$ cat src/sv/priority_task_scheduler_top_assert.svh
// ---------------------------------------------------------------------------
// Scheduler assertion macros
// Shared concurrent assertion forms used by the scheduler modules.
// ---------------------------------------------------------------------------
`ifndef PRIORITY_TASK_SCHEDULER_TOP_ASSERT_SVH
`define PRIORITY_TASK_SCHEDULER_TOP_ASSERT_SVH

// The consequent must hold in the same cycle as the antecedent.
`define PTS_ASSERT_IMPLY(lbl, clk_i, rstn_i, ante, cons) \
    lbl: assert property (@(posedge clk_i) disable iff (!rstn_i) (ante) |-> (cons)) \
        else $error("scheduler assertion failed");

// The consequent must hold in the cycle after the antecedent.
`define PTS_ASSERT_NEXT(lbl, clk_i, rstn_i, ante, cons) \
    lbl: assert property (@(posedge clk_i) disable iff (!rstn_i) (ante) |=> (cons)) \
        else $error("scheduler assertion failed");

`endif

$ cat src/sv/pts_pkg.sv
// ---------------------------------------------------------------------------
// Scheduler package
// Sizes, codes, word types and controller/datapath interface structs.
// ---------------------------------------------------------------------------
package pts_pkg;

    localparam int MAX_TASKS       = 16;
    localparam int PRIORITY_LEVELS = 8;
    localparam int SLOT_W          = $clog2(MAX_TASKS);
    localparam int LVL_W           = $clog2(PRIORITY_LEVELS);
    localparam int CNT_W           = $clog2(MAX_TASKS + 1);
    localparam int ADDR_W          = LVL_W + SLOT_W;
    localparam int FIFO_DEPTH      = 1 << ADDR_W;

    typedef enum logic [2:0] {
        FN_CREATE   = 3'd0,
        FN_YIELD    = 3'd1,
        FN_BLOCK    = 3'd2,
        FN_UNBLOCK  = 3'd3,
        FN_DESTROY  = 3'd4,
        FN_SCHEDULE = 3'd5
    } func_t;

    typedef enum logic [2:0] {
        ST_OK          = 3'd0,
        ST_NO_FREE     = 3'd1,
        ST_BAD_PRIO    = 3'd2,
        ST_NO_ACTIVE   = 3'd3,
        ST_SLOT_UNUSED = 3'd4,
        ST_MISMATCH    = 3'd5,
        ST_NONE_READY  = 3'd6
    } status_t;

    typedef enum logic [1:0] {
        SS_FREE    = 2'd0,
        SS_BLOCKED = 2'd1,
        SS_READY   = 2'd2,
        SS_ACTIVE  = 2'd3
    } slot_state_t;

    typedef enum logic [1:0] {
        RS_KEEP = 2'd0,
        RS_ZERO = 2'd1,
        RS_REQ  = 2'd2
    } reason_sel_t;

    typedef enum logic [3:0] {
        S_IDLE,
        S_EXEC,
        S_PUSH,
        S_SCAN,
        S_OLD_SEL,
        S_OLD_CHK,
        S_OLD_PUSH,
        S_NEW_SEL,
        S_NEW_SET,
        S_DONE
    } ctrl_state_t;

    typedef struct packed {
        logic [2:0] func;
        logic [3:0] task_id;
        logic [3:0] priority_req;
        logic [3:0] block_reason;
    } sched_req_t;

    typedef struct packed {
        logic [2:0] status;
        logic [3:0] new_task_id;
        logic       active_valid;
        logic [3:0] active_task_id;
        logic       switched;
    } sched_rsp_t;

    typedef struct packed {
        logic        load;
        logic        slot_wr;
        slot_state_t new_state;
        reason_sel_t reason_sel;
        logic        prio_wr;
        logic        lvl_from_req;
        logic        lvl_from_slot;
        logic        push;
        logic        scan_start;
        logic        scan_pop;
        logic        scan_step;
        logic        sel_active;
        logic        sel_head;
        logic        set_active;
        logic        clear_active;
        logic        set_status;
        status_t     status_code;
        logic        set_new_id;
        logic        set_switched;
    } dp_cmd_t;

    typedef struct packed {
        logic [2:0]  func;
        logic        free_found;
        logic        prio_ok;
        logic        tid_ok;
        slot_state_t sel_state;
        logic        reason_match;
        logic        active_present;
        logic        active_match;
        logic        any_ready;
        logic        scan_done;
    } dp_stat_t;

endpackage

$ cat src/sv/pts_dp.sv
// ---------------------------------------------------------------------------
// Scheduler datapath
// Slot table, ready queue memory with scan/shift engine and result registers.
// ---------------------------------------------------------------------------
`include "priority_task_scheduler_top_assert.svh"

module pts_dp (
    input  logic               clk,
    input  logic               rst_n,
    input  pts_pkg::sched_req_t request,
    input  pts_pkg::dp_cmd_t   cmd,
    output pts_pkg::dp_stat_t  stat,
    output pts_pkg::sched_rsp_t result
);
    import pts_pkg::*;

    sched_req_t  op_reg;
    slot_state_t slot_state_reg [MAX_TASKS];
    logic [3:0]  slot_reason_reg [MAX_TASKS];
    logic [LVL_W-1:0] slot_prio_reg [MAX_TASKS];
    logic [CNT_W-1:0] count_reg [PRIORITY_LEVELS];
    logic [SLOT_W-1:0] fifo_mem [FIFO_DEPTH];

    logic [SLOT_W-1:0] sel_slot_reg;
    logic [LVL_W-1:0]  q_level_reg;
    logic              free_found_reg;
    logic              prio_ok_reg;
    logic              tid_ok_reg;
    logic              any_ready_reg;
    logic              active_present_reg;
    logic [SLOT_W-1:0] active_slot_reg;
    status_t           status_reg;
    logic [SLOT_W-1:0] new_id_reg;
    logic              switched_reg;

    logic [CNT_W-1:0]  rd_idx_reg;
    logic              rv_reg;
    logic              found_reg;
    logic              pop_reg;
    logic [SLOT_W-1:0] target_reg;
    logic [SLOT_W-1:0] didx_reg;
    logic [SLOT_W-1:0] head_reg;
    logic [SLOT_W-1:0] rd_data_reg;

    logic [SLOT_W-1:0] first_free;
    logic              any_free;
    logic [LVL_W-1:0]  top_level;
    logic              any_ready;
    logic [SLOT_W-1:0] sel_slot_next;
    logic [CNT_W-1:0]  cur_count;
    logic              issue;
    logic              scan_done;
    logic              hit;
    logic              mem_we;
    logic [ADDR_W-1:0] waddr;
    logic [ADDR_W-1:0] raddr;
    logic [SLOT_W-1:0] wdata;

    always_comb
    begin
        first_free = '0;
        any_free   = 1'b0;
        for (int i = MAX_TASKS - 1; i >= 0; i--)
        begin
            if (slot_state_reg[i] == SS_FREE)
            begin
                first_free = SLOT_W'(i);
                any_free   = 1'b1;
            end
        end
    end

    always_comb
    begin
        top_level = '0;
        any_ready = 1'b0;
        for (int i = 0; i < PRIORITY_LEVELS; i++)
        begin
            if (count_reg[i] != '0)
            begin
                top_level = LVL_W'(i);
                any_ready = 1'b1;
            end
        end
    end

    always_comb
    begin
        unique case (request.func) inside
            FN_CREATE:          sel_slot_next = first_free;
            FN_YIELD, FN_BLOCK: sel_slot_next = active_slot_reg;
            default:            sel_slot_next = SLOT_W'(request.task_id);
        endcase
    end

    assign cur_count = count_reg[q_level_reg];
    assign issue     = cmd.scan_step && (rd_idx_reg < cur_count);
    assign scan_done = !(rd_idx_reg < cur_count) && !rv_reg;
    assign hit       = pop_reg ? (didx_reg == '0) : (rd_data_reg == target_reg);
    assign mem_we    = cmd.push || (cmd.scan_step && rv_reg && found_reg);
    assign waddr     = cmd.push ? {q_level_reg, cur_count[SLOT_W-1:0]}
                                : {q_level_reg, SLOT_W'(didx_reg - 1'b1)};
    assign wdata     = cmd.push ? sel_slot_reg : rd_data_reg;
    assign raddr     = {q_level_reg, rd_idx_reg[SLOT_W-1:0]};

    always_ff @(posedge clk)
    begin
        if (mem_we)
        begin
            fifo_mem[waddr] <= wdata;
        end
        if (issue)
        begin
            rd_data_reg <= fifo_mem[raddr];
        end
    end

    always_ff @(posedge clk)
    begin
        if (cmd.load)
        begin
            op_reg <= request;
        end
        if (cmd.prio_wr)
        begin
            slot_prio_reg[sel_slot_reg] <= LVL_W'(op_reg.priority_req);
        end
        if (cmd.scan_start)
        begin
            target_reg <= sel_slot_reg;
        end
        if (cmd.scan_step)
        begin
            didx_reg <= rd_idx_reg[SLOT_W-1:0];
            if (rv_reg && !found_reg && hit)
            begin
                head_reg <= rd_data_reg;
            end
        end
    end

    always_ff @(posedge clk or negedge rst_n)
    begin
        if (!rst_n)
        begin
            for (int i = 0; i < MAX_TASKS; i++)
            begin
                slot_state_reg[i]  <= SS_FREE;
                slot_reason_reg[i] <= '0;
            end
            for (int i = 0; i < PRIORITY_LEVELS; i++)
            begin
                count_reg[i] <= '0;
            end
            sel_slot_reg       <= '0;
            q_level_reg        <= '0;
            free_found_reg     <= 1'b0;
            prio_ok_reg        <= 1'b0;
            tid_ok_reg         <= 1'b0;
            any_ready_reg      <= 1'b0;
            active_present_reg <= 1'b0;
            active_slot_reg    <= '0;
            status_reg         <= ST_OK;
            new_id_reg         <= '0;
            switched_reg       <= 1'b0;
            rd_idx_reg         <= '0;
            rv_reg             <= 1'b0;
            found_reg          <= 1'b0;
            pop_reg            <= 1'b0;
        end
        else
        begin
            if (cmd.load)
            begin
                sel_slot_reg   <= sel_slot_next;
                q_level_reg    <= top_level;
                free_found_reg <= any_free;
                prio_ok_reg    <= 32'(request.priority_req) < 32'(PRIORITY_LEVELS);
                tid_ok_reg     <= 32'(request.task_id) < 32'(MAX_TASKS);
                any_ready_reg  <= any_ready;
                status_reg     <= ST_OK;
                new_id_reg     <= '0;
                switched_reg   <= 1'b0;
            end
            else if (cmd.sel_active)
            begin
                sel_slot_reg <= active_slot_reg;
            end
            else if (cmd.sel_head)
            begin
                sel_slot_reg <= head_reg;
            end

            if (cmd.slot_wr)
            begin
                slot_state_reg[sel_slot_reg] <= cmd.new_state;
                case (cmd.reason_sel)
                    RS_ZERO: slot_reason_reg[sel_slot_reg] <= '0;
                    RS_REQ:  slot_reason_reg[sel_slot_reg] <= op_reg.block_reason;
                    default: ;
                endcase
            end

            if (cmd.lvl_from_req)
            begin
                q_level_reg <= LVL_W'(op_reg.priority_req);
            end
            else if (cmd.lvl_from_slot)
            begin
                q_level_reg <= slot_prio_reg[sel_slot_reg];
            end

            if (cmd.push)
            begin
                count_reg[q_level_reg] <= cur_count + 1'b1;
            end
            else if (cmd.scan_step && scan_done && found_reg)
            begin
                count_reg[q_level_reg] <= cur_count - 1'b1;
            end

            if (cmd.clear_active)
            begin
                active_present_reg <= 1'b0;
                active_slot_reg    <= '0;
            end
            else if (cmd.set_active)
            begin
                active_present_reg <= 1'b1;
                active_slot_reg    <= sel_slot_reg;
            end

            if (cmd.set_status)
            begin
                status_reg <= cmd.status_code;
            end
            if (cmd.set_new_id)
            begin
                new_id_reg <= sel_slot_reg;
            end
            if (cmd.set_switched)
            begin
                switched_reg <= 1'b1;
            end

            if (cmd.scan_start)
            begin
                rd_idx_reg <= '0;
                rv_reg     <= 1'b0;
                found_reg  <= 1'b0;
                pop_reg    <= cmd.scan_pop;
            end
            else if (cmd.scan_step)
            begin
                rd_idx_reg <= rd_idx_reg + CNT_W'(issue);
                rv_reg     <= issue;
                if (rv_reg && !found_reg && hit)
                begin
                    found_reg <= 1'b1;
                end
            end
        end
    end

    always_comb
    begin
        stat.func           = op_reg.func;
        stat.free_found     = free_found_reg;
        stat.prio_ok        = prio_ok_reg;
        stat.tid_ok         = tid_ok_reg;
        stat.sel_state      = slot_state_reg[sel_slot_reg];
        stat.reason_match   = slot_reason_reg[sel_slot_reg] == op_reg.block_reason;
        stat.active_present = active_present_reg;
        stat.active_match   = active_present_reg && (active_slot_reg == sel_slot_reg);
        stat.any_ready      = any_ready_reg;
        stat.scan_done      = scan_done;
    end

    assign result.status         = status_reg;
    assign result.new_task_id    = 4'(new_id_reg);
    assign result.active_valid   = active_present_reg;
    assign result.active_task_id = active_present_reg ? 4'(active_slot_reg) : 4'd0;
    assign result.switched       = switched_reg;

    `PTS_ASSERT_IMPLY(a_push_room, clk, rst_n, cmd.push, cur_count < CNT_W'(MAX_TASKS))
    `PTS_ASSERT_IMPLY(a_scan_hit, clk, rst_n, cmd.scan_step && scan_done, found_reg)
    `PTS_ASSERT_IMPLY(a_active_live, clk, rst_n, active_present_reg, slot_state_reg[active_slot_reg] != SS_FREE)

endmodule

$ cat src/sv/pts_ctrl.sv
// ---------------------------------------------------------------------------
// Scheduler controller
// Sequences each operation word through the datapath and raises the strobe.
// ---------------------------------------------------------------------------
`include "priority_task_scheduler_top_assert.svh"

module pts_ctrl (
    input  logic              clk,
    input  logic              rst_n,
    input  logic              start,
    input  pts_pkg::dp_stat_t stat,
    output pts_pkg::dp_cmd_t  cmd,
    output logic              busy,
    output logic              done
);
    import pts_pkg::*;

    ctrl_state_t state_reg;
    ctrl_state_t state_next;

    always_ff @(posedge clk or negedge rst_n)
    begin
        if (!rst_n)
        begin
            state_reg <= S_IDLE;
        end
        else
        begin
            state_reg <= state_next;
        end
    end

    always_comb
    begin
        state_next = state_reg;
        cmd        = '0;
        unique case (state_reg)
            S_IDLE:
            begin
                if (start)
                begin
                    cmd.load   = 1'b1;
                    state_next = S_EXEC;
                end
            end
            S_EXEC:
            begin
                state_next = S_DONE;
                unique case (stat.func)
                    FN_CREATE:
                    begin
                        if (!stat.free_found)
                        begin
                            cmd.set_status  = 1'b1;
                            cmd.status_code = ST_NO_FREE;
                        end
                        else if (!stat.prio_ok)
                        begin
                            cmd.set_status  = 1'b1;
                            cmd.status_code = ST_BAD_PRIO;
                        end
                        else
                        begin
                            cmd.slot_wr      = 1'b1;
                            cmd.new_state    = SS_READY;
                            cmd.reason_sel   = RS_ZERO;
                            cmd.prio_wr      = 1'b1;
                            cmd.lvl_from_req = 1'b1;
                            cmd.set_new_id   = 1'b1;
                            state_next       = S_PUSH;
                        end
                    end
                    FN_YIELD:
                    begin
                        if (!stat.active_present)
                        begin
                            cmd.set_status  = 1'b1;
                            cmd.status_code = ST_NO_ACTIVE;
                        end
                        else
                        begin
                            cmd.slot_wr    = 1'b1;
                            cmd.new_state  = SS_READY;
                            cmd.reason_sel = RS_KEEP;
                        end
                    end
                    FN_BLOCK:
                    begin
                        if (!stat.active_present)
                        begin
                            cmd.set_status  = 1'b1;
                            cmd.status_code = ST_NO_ACTIVE;
                        end
                        else
                        begin
                            cmd.slot_wr    = 1'b1;
                            cmd.new_state  = SS_BLOCKED;
                            cmd.reason_sel = RS_REQ;
                        end
                    end
                    FN_UNBLOCK:
                    begin
                        if (!stat.tid_ok || stat.sel_state == SS_FREE)
                        begin
                            cmd.set_status  = 1'b1;
                            cmd.status_code = ST_SLOT_UNUSED;
                        end
                        else if (stat.sel_state != SS_BLOCKED || !stat.reason_match)
                        begin
                            cmd.set_status  = 1'b1;
                            cmd.status_code = ST_MISMATCH;
                        end
                        else
                        begin
                            cmd.slot_wr    = 1'b1;
                            cmd.new_state  = SS_READY;
                            cmd.reason_sel = RS_ZERO;
                            if (!stat.active_match)
                            begin
                                cmd.lvl_from_slot = 1'b1;
                                state_next        = S_PUSH;
                            end
                        end
                    end
                    FN_DESTROY:
                    begin
                        if (!stat.tid_ok || stat.sel_state == SS_FREE)
                        begin
                            cmd.set_status  = 1'b1;
                            cmd.status_code = ST_SLOT_UNUSED;
                        end
                        else
                        begin
                            cmd.slot_wr    = 1'b1;
                            cmd.new_state  = SS_FREE;
                            cmd.reason_sel = RS_ZERO;
                            if (stat.active_match)
                            begin
                                cmd.clear_active = 1'b1;
                            end
                            else if (stat.sel_state == SS_READY)
                            begin
                                cmd.lvl_from_slot = 1'b1;
                                cmd.scan_start    = 1'b1;
                                state_next        = S_SCAN;
                            end
                        end
                    end
                    FN_SCHEDULE:
                    begin
                        if (!stat.any_ready)
                        begin
                            cmd.set_status  = 1'b1;
                            cmd.status_code = ST_NONE_READY;
                        end
                        else
                        begin
                            cmd.scan_start = 1'b1;
                            cmd.scan_pop   = 1'b1;
                            state_next     = S_SCAN;
                        end
                    end
                    default: ;
                endcase
            end
            S_PUSH:
            begin
                cmd.push   = 1'b1;
                state_next = S_DONE;
            end
            S_SCAN:
            begin
                cmd.scan_step = 1'b1;
                if (stat.scan_done)
                begin
                    state_next = (stat.func == FN_SCHEDULE) ? S_OLD_SEL : S_DONE;
                end
            end
            S_OLD_SEL:
            begin
                cmd.sel_active = 1'b1;
                state_next     = S_OLD_CHK;
            end
            S_OLD_CHK:
            begin
                if (stat.active_present && stat.sel_state != SS_BLOCKED)
                begin
                    cmd.slot_wr       = 1'b1;
                    cmd.new_state     = SS_READY;
                    cmd.reason_sel    = RS_KEEP;
                    cmd.lvl_from_slot = 1'b1;
                    state_next        = S_OLD_PUSH;
                end
                else
                begin
                    state_next = S_NEW_SEL;
                end
            end
            S_OLD_PUSH:
            begin
                cmd.push   = 1'b1;
                state_next = S_NEW_SEL;
            end
            S_NEW_SEL:
            begin
                cmd.sel_head = 1'b1;
                state_next   = S_NEW_SET;
            end
            S_NEW_SET:
            begin
                cmd.slot_wr      = 1'b1;
                cmd.new_state    = SS_ACTIVE;
                cmd.reason_sel   = RS_KEEP;
                cmd.set_active   = 1'b1;
                cmd.set_switched = 1'b1;
                state_next       = S_DONE;
            end
            S_DONE:
            begin
                state_next = S_IDLE;
            end
            default:
            begin
                state_next = S_IDLE;
            end
        endcase
    end

    assign busy = state_reg != S_IDLE;
    assign done = state_reg == S_DONE;

    `PTS_ASSERT_NEXT(a_accept_exec, clk, rst_n, start && !busy, state_reg == S_EXEC)
    `PTS_ASSERT_NEXT(a_scan_hold, clk, rst_n, (state_reg == S_SCAN) && !stat.scan_done, state_reg == S_SCAN)

endmodule

$ cat src/sv/priority_task_scheduler_top.sv
// ---------------------------------------------------------------------------
// Priority task scheduler
// Fixed-priority scheduler with one FIFO ready queue per level.
// ---------------------------------------------------------------------------
// A result word is strobed on done after its operation passes the exec state, and
// after a further push state when a create or unblock queues the task; destroying
// a queued task and schedule scan one queue entry per cycle. busy stays high through
// the strobe cycle, so the next word is accepted in the cycle after the strobe.
// Reset frees all slots, empties all queues and clears the active task.
// The receiver cannot stall: each result is valid for exactly one cycle.
module priority_task_scheduler_top (
    input  logic                clk,
    input  logic                rst_n,
    input  logic                start,
    input  pts_pkg::sched_req_t request,
    output logic                busy,
    output logic                done,
    output pts_pkg::sched_rsp_t result
);
    import pts_pkg::*;

    dp_cmd_t  cmd;
    dp_stat_t stat;

    pts_ctrl u_ctrl (
        .clk   (clk),
        .rst_n (rst_n),
        .start (start),
        .stat  (stat),
        .cmd   (cmd),
        .busy  (busy),
        .done  (done)
    );

    pts_dp u_dp (
        .clk     (clk),
        .rst_n   (rst_n),
        .request (request),
        .cmd     (cmd),
        .stat    (stat),
        .result  (result)
    );

endmodule

$ cat config.mk
export PLATFORM = sky130hd
export DESIGN_NAME = priority_task_scheduler_top
export DESIGN_NICKNAME = d
export VERILOG_FILES = /design/src/sv/pts_pkg.sv /design/src/sv/pts_dp.sv /design/src/sv/pts_ctrl.sv /design/src/sv/priority_task_scheduler_top.sv
export VERILOG_INCLUDE_DIRS = /design/src /design/src/sv
export SDC_FILE = /design/constraint.sdc
export NUM_CORES = 1
export LEC_CHECK = 0
export BUFFER_PORTS_ARGS = -buffer_cell sky130_fd_sc_hd__buf_2
export CORE_MARGIN = 1.5
export CORE_UTILIZATION = 31
export CTS_CLUSTER_DIAMETER = 100
export DETAILED_ROUTE_END_ITERATION = 6
export PLACE_DENSITY = 0.58
export RECOVER_POWER = 100
export REMOVE_ABC_BUFFERS = 1
export SYNTH_ARGS = -nofsm -noshare
export SYNTH_HDL_FRONTEND = slang
export SYNTH_SLANG_ARGS = --single-unit
$ cat constraint.sdc
create_clock -name clk -period 7.7 [get_ports clk]
set_input_delay 0.77 -clock clk [delete_from_list [all_inputs] [get_ports clk]]
set_output_delay 0.77 -clock clk [all_outputs]
set_load 0.05 [all_outputs]
==> results.toml, run 1 <==
[power_and_ir_drop]
p_leak_nw = 12.2
ir_drop_mv = 0.229
powerDensity_mw_per_mm2 = 311

[detailed_routing]
drc = 0
antenna_left = 0
via_per_inst = 5.18
vias = 17603
wl_per_cell_um = 22.6
dr.pass1.iters = 5
wirelength_um = 76800
drtIter0Drc = 1520

[grt]
overflow = 0
grt_pass1_wl_um = 118000
grt_start_max_net_pins = 112
grt_pass1_vias = 18596
antenna_found_initial = 0
track_usage = 0.144

[sta]
finalSetupTns_ps = 0
rsz0062_at_grt = "no"
post-route-min-period_ps = 5930
fmax_mhz = 169
min_period_over_period = 0.770
setup_viol = 0
slew_viol_final = 727
worstMarginPinSlew_ps = 3470
skew_ps = 31.6
hold_violations = 0
maxSlewHeadroom = -1.31

[critical_path]
worstSetupPathType = "flip-flop to flip-flop"
required_ps = 7840
critPathMaxFanout = 104
start_kind = "flip-flop"
cp.arrival_ps = 6070
crit_path_end_kind = "flip-flop"

[synth]
synth_edf_count = 586
synth_area_per_cell_sq_um = 16.9
ys_seq_area_frac = 0.675
synth.top_cells.by_area = "edfxtp_1, mux4_2, dfrtp_1, mux2_2, nor2_1"
synthFlopType = "edfxtp_1"
synthCells = 1915
netlist_area_sq_mm = 0.0324
ys_warn_count = 0
ys_async_sr_fraction = 0.227
yosysTopAreaCellShare = 0.543
yosysTopAreaCell = "edfxtp_1"
ys_ff_latch = 758
synth_cell_types = 69

[clock_network]
cts_buffers = 80
holdBufCountCts = 0
cts_setup_buffers = 0
cts_tree = "built"
cts_sinks = 758
clock_latency_ps = 640
h-tree-depth = 3
clk_pin_slew_ps = 60
cts-root-buf = "clkbuf_16"
clockBufferDepth = 3
cts_resized = 0

[floorplan]
die_h_um = 326
io_pins = 33
die-width_um = 326
core_area_sq_mm = 0.104
initial_core_util = 0.313
row_count = 118
die_area_sq_mm = 0.107

[layout]
area_delta_synth_final_pct = 13.1
fin_nets = 1983
final_util = 0.354
layout_commonest_cell = "edfxtp_1"
diodes = 0
largest_reg_flops = 512
most-common-layout-cells = "edfxtp_1, nor2_1, mux4_2, dfrtp_1, mux2_2"
layout-drive-gt1-share = 0.241
stdcell_area_sq_mm = 0.0367
stdcell_count = 3398

[run]
drv_cap = 14

[outcome]
status = "finished with violations"
violations = "capacitance limit, slew limit"

[placed_design]
place_area_sq_mm = 0.0342
gp_congestion = 0.905
port_buffers = 32
post-dp-hpwl_um = 48200
placedCellCount = 3252

[hold_path]
hold_path_class = "primary input to asynchronous set/reset pin"
metrics by stage:
step	power (mW)	worst slack [ps]	hold slack, ps
finish	11.4	1770	257
global placement	7.54	2620	462
global route	11.9	1180	284
detailed placement	7.58	2530	467
floorplan	6.71	-191	459
CTS	11.5	2510	280
worst paths after layout:
path	start	end	slack, ps	cells after the start
max in group asynchronous	rst_n	u_dp.rd_idx_reg[1]$_DFFE_PN0P_	3080	2
hold reg to reg	u_dp.switched_reg$_DFFE_PN0P_	u_dp.switched_reg$_DFFE_PN0P_	490	1
hold / removal	rst_n	u_dp.slot_reason_reg[42]$_DFFE_PN0P_	260	1
setup reg to reg	u_dp.sel_slot_reg[0]$_DFFE_PN0P_	u_dp.fifo_mem[39][0]$_DFFE_PP_	1770	4
setup / recovery	u_dp.sel_slot_reg[0]$_DFFE_PN0P_	u_dp.fifo_mem[39][0]$_DFFE_PP_	1770	4
min in group clk	request[2]	u_dp.op_reg[2]$_DFFE_PP_	310	1
critical path, cell delays in order (launching register included):
cell and delay, ps:
dfrtp_2 350, buf_4 520, inv_1 440, o21ai_0 2210, clkbuf_2 1750
logic make-up after synthesis:
| kind of cell | share of synthesized area |
|---|---|
| AO/OA/AOI/OAI | 0.0300 |
| AND/OR/NAND/NOR | 0.0681 |
| multiplexers | 0.200 |
| buffers and inverters | 0.0146 |
| adder cells (fa/ha/maj) | 0.00424 |
| flip-flops | 0.675 |
| XOR/XNOR | 0.00702 |
routing by layer:
layer | global-route usage | wire [um] | vias to the layer above
met5 | 0 | 0 | -
li1 | - | - | 7608
met2 | 0.228 | 36500 | 613
met4 | 0.0456 | 2060 | 0
met3 | 0.0287 | 4890 | 136
met1 | 0.198 | 33300 | 9246
power breakdown:
part	switching (mW)	internal (mW)	leakage, nW
logic	1.59	0.851	3.32
registers	0.280	4.77	7.60
clock network	1.62	2.31	1.31
total	3.49	7.93	12.2
final cells by class:
class / count / area (sq um)
Fill cell: 9761 / 67000
Inverter: 12 / 45.0
Clock inverter: 42 / 537
Clock buffer: 104 / 2160
Sequential cell: 758 / 21900
Timing Repair Buffer: 62 / 327
Multi-Input combinational cell: 1040 / 9970
Tap cell: 1380 / 1730
synthesized netlist by cell type (5+ instances only):
library cell and instances:
a21oi_1 27, nand2b_1 18, buf_2 12, or3_1 8
mux2_4 8, nand2_1 101, dfrtp_1 172, and2_1 14
a31oi_1 11, buf_1 21, a22oi_1 8, nor2b_1 15
mux2_2 129, o21ai_0 33, o22ai_1 10, o31ai_1 5
nand3_1 23, a22o_1 9, xnor2_1 15, nor2_1 231
mux2i_1 22, ha_1 11, or2_2 6, inv_1 11
mux4_2 207, nand3b_1 5, clkbuf_1 67, nand4_1 8
nor3_1 34, xor2_1 11, or4_1 8, edfxtp_1 586
No activity file was read; power rests on OpenSTA's default activity.
==> run 2, diff against run 1 <==
Clock period 7.7 ns to 4.9 ns, I/O delays scaled along.
==> run 2 against run 1 <==
Compared with the run above: the flow still finishes with violations (capacitance limit, slew limit); wire length down 0.51%; core utilization rose by 0.21 points; die area unchanged; clock power is 53% higher; register-to-register slack got worse by 1400 ps; first-iteration DRC count is 0.39% higher; critical path depth up 4; flip-flop and latch count did not move; total power grew 56%; sequential share of layout area fell by 0.35 points; final cell count is 0.97% higher.
==> results.toml, run 2 (synthesized netlist as in run 1, its figures left out) <==
[detailed_routing]
dr.pass1.iters = 5
wirelength_um = 76400
antenna_left = 0
drc = 0
drtIter0Drc = 1526
via_per_inst = 5.11
wl_per_cell_um = 22.3
vias = 17531

[placed_design]
gp_congestion = 0.905
placedCellCount = 3278
place_area_sq_mm = 0.0344
port_buffers = 32
dp_slack_ps = 351
post-dp-hpwl_um = 49000

[hold_path]
worstHoldStart = "request[5]"
hold_path_class = "primary input to flip-flop"
hold-path-endpoint = "u_dp.op_reg[5]$_DFFE_PP_"
holdPathStages = 1

[sta]
fin_hold_ws_ps = 36.6
skew_ps = 36.3
min_period_over_period = 0.921
hold_violations = 0
rsz0062_at_grt = "no"
finalSetupTns_ps = 0
post-route-min-period_ps = 4510
maxSlewHeadroom = -0.745
setup_viol = 0
worst_slack_ps = 385
worstMarginPinSlew_ps = 2620
fmax_mhz = 221
slew_viol_final = 429

[critical_path]
crit_path_end_kind = "flip-flop"
slowest_delay_ps = 980
r2r_start = "u_dp.q_level_reg[2]$_DFFE_PN0P_"
crit_chain = "and3b_1 -> a22oi_1 -> and2_0 -> inv_1 -> o22ai_1 -> nand2_1 -> clkbuf_2 -> nor2_1"
rrSetupSlack_ps = 390
path_buf_inv = 2
cp_top_family = "simple AND/OR/NAND/NOR gates"
worstSetupPathType = "flip-flop to flip-flop"
crit_start = "u_dp.q_level_reg[2]$_DFFE_PN0P_"
timing.rr.end = "u_dp.fifo_mem[56][2]$_DFFE_PP_"
critPathMaxFanout = 24
cp.arrival_ps = 4790
required_ps = 5180
crit_slowest_cell = "dfrtp_1"
ff2ff_path_depth = 8
start_kind = "flip-flop"

[grt]
grt_pass1_wl_um = 118000
grt_start_max_net_pins = 129
overflow = 0
antenna_found_initial = 2
track_usage = 0.145
grt_pass1_vias = 18671

[layout]
fin_nets = 2013
stdcell_count = 3431
layout_commonest_cell = "edfxtp_1"
largest_reg_flops = 512
final_util = 0.356
most-common-layout-cells = "edfxtp_1, nor2_1, mux4_2, dfrtp_1, mux2_2"
stdcell_area_sq_mm = 0.0369
area_delta_synth_final_pct = 13.8
layout-drive-gt1-share = 0.257
diodes = 0

[floorplan]
core_area_sq_mm = 0.104
row_count = 118
die-width_um = 326
io_pins = 33
die_area_sq_mm = 0.107
die_h_um = 326
initial_core_util = 0.313

[power_and_ir_drop]
powerDensity_mw_per_mm2 = 484
ir_drop_mv = 0.333
p_total_mw = 17.9
p_leak_nw = 12.4

[outcome]
status = "finished with violations"
violations = "capacitance limit, slew limit"

[clock_network]
cts_setup_buffers = 0
cts_resized = 0
clk_pin_slew_ps = 60
cts_buffers = 80
clockBufferDepth = 3
cts-root-buf = "clkbuf_16"
cts_sinks = 758
clock_latency_ps = 640
cts_tree = "built"
h-tree-depth = 3
holdBufCountCts = 4

[run]
drv_cap = 5
==> run 2: power by group <==
group | total, mW | switching [mW] | internal [mW]
logic | 3.76 | 2.36 | 1.41
clock network | 6.03 | 2.52 | 3.51
registers | 8.06 | 0.563 | 7.49
==> run 2: layout make-up <==
| class | count | area [sq um] |
|---|---|---|
| repair buffers | 92 | 582 |
| fillers | 9717 | 66700 |
| clock buffers | 97 | 2150 |
| well taps | 1380 | 1730 |
| multi-input cells | 1040 | 10000 |
| flip-flops and latches | 758 | 21900 |
| inverters | 12 | 45.0 |
| clock inverters | 52 | 488 |
==> run 2: worst reg2reg max path, cell delays in order, from the launching register on <==
cell	delay, ps
dfrtp_1	980
and3b_1	390
a22oi_1	270
and2_0	740
inv_1	190
o22ai_1	400
nand2_1	280
clkbuf_2	450
nor2_1	490
==> run 2: layer usage <==
metal	vias up	part of all wire	GRT usage
met3	167	0.061	0.0299
met4	2	0.033	0.0517
met2	573	0.47	0.229
li1	7691	-	-
met1	9098	0.44	0.197
met5	-	0.00017	0
==> run 2: how the worst max path moves through the flow <==
stage | endpoint | slack (ps) | cells past startpoint
after floorplan | u_dp.fifo_mem[0][0]$_DFFE_PP_ | -2990 | 2
after global placement | u_dp.slot_reason_reg[62]$_DFFE_PN0P_ | 450 | 11
after detailed placement | u_dp.slot_reason_reg[46]$_DFFE_PN0P_ | 350 | 10
after CTS | u_dp.slot_reason_reg[46]$_DFFE_PN0P_ | 340 | 10
after global routing | u_dp.slot_reason_reg[17]$_DFFE_PN0P_ | 80 | 9
final | u_dp.fifo_mem[56][2]$_DFFE_PP_ | 390 | 8
==> run 3, diff against run 2 <==
Settings changed: ABC_AREA set to 1, PLACE_DENSITY 0.58 to 0.57.
==> run 3 against run 2 <==
Compared with the run above: the run ends with DRC, capacitance limit, slew limit left; clock skew shrank 2.6 ps; non-clock buffer count shrank 8; synthesized cell count grew 64%; final cell count grew 34%; total power shrank 4.5%; die area grew 1.7%; count of clock-buffer cells in the layout grew 7; combinational power shrank 12%; critical path type unchanged; critical endpoint is now u_dp.rd_data_reg[2]$_DFFE_PP_.
==> results.toml, run 3 <==
[outcome]
status = "finished with violations"
violations = "DRC, capacitance limit, slew limit"

[layout]
stdcell_area_sq_mm = 0.0372
largest_reg_flops = 512
diodes = 0
layout_commonest_cell = "nand2_1"
multi_input_area_sq_mm = 0.00971
fillCellCount = 10617
layout-drive-gt1-share = 0.0635
fin_nets = 3181
final_util = 0.353
most-common-layout-cells = "nand2_1, edfxtp_1, nor2_1, o21ai_0, dfrtp_1"
regArea_sq_mm = 0.0219
area_delta_synth_final_pct = 12.7

[clock_network]
cts_buffers = 80
clock_latency_ps = 650
cts-root-buf = "clkbuf_16"
cts_setup_buffers = 0
cts_tree = "built"
clockBufferDepth = 3
h-tree-depth = 3
cts_sinks = 758
clk_pin_slew_ps = 60

[sta]
maxSlewHeadroom = -0.735
post-route-min-period_ps = 4620
worstMarginPinSlew_ps = 2600
fmax_mhz = 216
fin_hold_ws_ps = 37.0
slew_viol_final = 663
rsz0062_at_grt = "no"
setup_viol = 0
skew_ps = 33.6
hold_violations = 0
min_period_over_period = 0.943

[grt]
met3_usage = 0.0272
grt_start_max_net_pins = 129
antenna_found_initial = 0
track_usage = 0.171
overflow = 0
met2_usage = 0.276
busiest_layer = "met2"
use_met1 = 0.235
grt_pass1_vias = 23500
grt_pass1_wl_um = 143000

[placed_design]
place_area_sq_mm = 0.0347
gp_congestion = 0.908
post-dp-hpwl_um = 58000
port_buffers = 32

[critical_path]
timing.rr.end = "u_dp.rd_data_reg[2]$_DFFE_PP_"
cp.depth = 8
crit_chain = "clkinv_2 -> buf_6 -> o21ai_0 -> o221ai_1 -> nand3_1 -> a31oi_1 -> nor4_1 -> nand3_1"
crit_path_frequent_cell = "nand3_1"
required_ps = 5190
rrSetupSlack_ps = 280
crit_slowest_cell = "dfrtp_1"
start_kind = "flip-flop"
slowest_delay_ps = 1750
worstSetupPathType = "flip-flop to flip-flop"
endpoint = "u_dp.rd_data_reg[2]$_DFFE_PP_"
ff2ff_path_depth = 8
cp.arrival_ps = 4910
crit_path_end_kind = "flip-flop"
crit_start = "u_dp.rd_idx_reg[1]$_DFFE_PN0P_"
critPathMaxFanout = 93
path_buf_inv = 2
r2r_start = "u_dp.rd_idx_reg[1]$_DFFE_PN0P_"
cp_top_family = "flip-flops"

[floorplan]
io_pins = 33
core_area_sq_mm = 0.105
die_h_um = 329
die-width_um = 329
initial_core_util = 0.313
row_count = 119
die_area_sq_mm = 0.108

[detailed_routing]
antenna_left = 0
drtIter0Drc = 2297
wl_per_cell_um = 20.3
dr.pass1.iters = 7
via_per_inst = 5.18
drc = 2
vias = 23822
wirelength_um = 93600

[synth]
synth_edf_count = 586
synth_cell_types = 51
ys_async_sr_fraction = 0.227
synth_most_common_cell = "nand2_1"
synthCells = 3147
ys_seq_area_frac = 0.664
synth.top_cells.by_area = "edfxtp_1, dfrtp_1, nand2_1, nor2_1, o21ai_0"
netlist_area_sq_mm = 0.0330
netlist_top_cells_count = "nand2_1, edfxtp_1, nor2_1, o21ai_0, dfrtp_1"
yosysTopAreaCellShare = 0.534
ys_warn_count = 0
synthFlopType = "edfxtp_1"
synth_area_per_cell_sq_um = 10.5
ys_ff_latch = 758
yosysTopAreaCell = "edfxtp_1"

[run]
drv_cap = 6

[power_and_ir_drop]
p_leak_nw = 13.5
p_total_mw = 17.1
powerDensity_mw_per_mm2 = 459
ir_drop_mv = 0.314

[hold_path]
hold_path_class = "primary input to flip-flop"
==> run 3: what timing repair did <==
action	4_1_cts	5_1_grt
endpoints found under the hold margin	84	0
hold buffers	1	0
resized for setup	0	0
endpoints found under the setup margin	0	0
==> run 3: per-layer routing <==
metal,routed length (um),part of all wire
met4,2670,0.029
met3,5930,0.063
met5,0,0
met1,41200,0.44
met2,43800,0.47
==> run 3: through the flow <==
stage | setup WS (ps) | setup TNS [ps] | std cells
final | 281 | 0 | 4603
after global routing | 80.4 | 0 | 4603
after CTS | 438 | 0 | 4603
after detailed placement | 491 | 0 | 4460
after global placement | 523 | 0 | 4460
after floorplan | -5170 | -1273310 | 2986
==> run 3: worst min-delay path by stage <==
stage                                              start                                    to  slack, ps  cells after the start
detailed placement  u_dp.slot_reason_reg[21]$_DFFE_PN0P_  u_dp.slot_reason_reg[21]$_DFFE_PN0P_        460                      2
floorplan                                          rst_n            asynchronous set/reset pin        190                      0
global route                                  request[2]              u_dp.op_reg[2]$_DFFE_PP_         20                      1
finish                                        request[2]              u_dp.op_reg[2]$_DFFE_PP_         40                      1
CTS                                           request[3]              u_dp.op_reg[3]$_DFFE_PP_          1                      1
global placement    u_dp.slot_reason_reg[21]$_DFFE_PN0P_  u_dp.slot_reason_reg[21]$_DFFE_PN0P_        460                      2
==> run 3: cell families (layout without fill, tap and decap cells) <==
| logic type | Yosys count | count (layout) | share of synthesized area |
|---|---|---|---|
| AO/OA/AOI/OAI | 626 | 626 | 0.111 |
| XOR/XNOR | 15 | 15 | 0.00398 |
| adder cells (fa/ha/maj) | 11 | 11 | 0.00417 |
| buffers and inverters | 326 | 391 | 0.0412 |
| flip-flops | 758 | 758 | 0.664 |
| AND/OR/NAND/NOR | 1411 | 1411 | 0.176 |
==> run 3: power by group <==
part,switching (mW),internal [mW]
logic,2.55,0.734
clock network,2.61,3.46
registers,0.298,7.40
==> run 3: area by class of cell <==
| type | count | share of cell area |
|---|---|---|
| Clock buffer | 104 | 0.0582 |
| Multi-Input combinational cell | 2063 | 0.261 |
| Inverter | 165 | 0.0168 |
| Sequential cell | 758 | 0.589 |
| Timing Repair Buffer | 84 | 0.0160 |
| Clock inverter | 38 | 0.0116 |
| Tap cell | 1391 | 0.0468 |
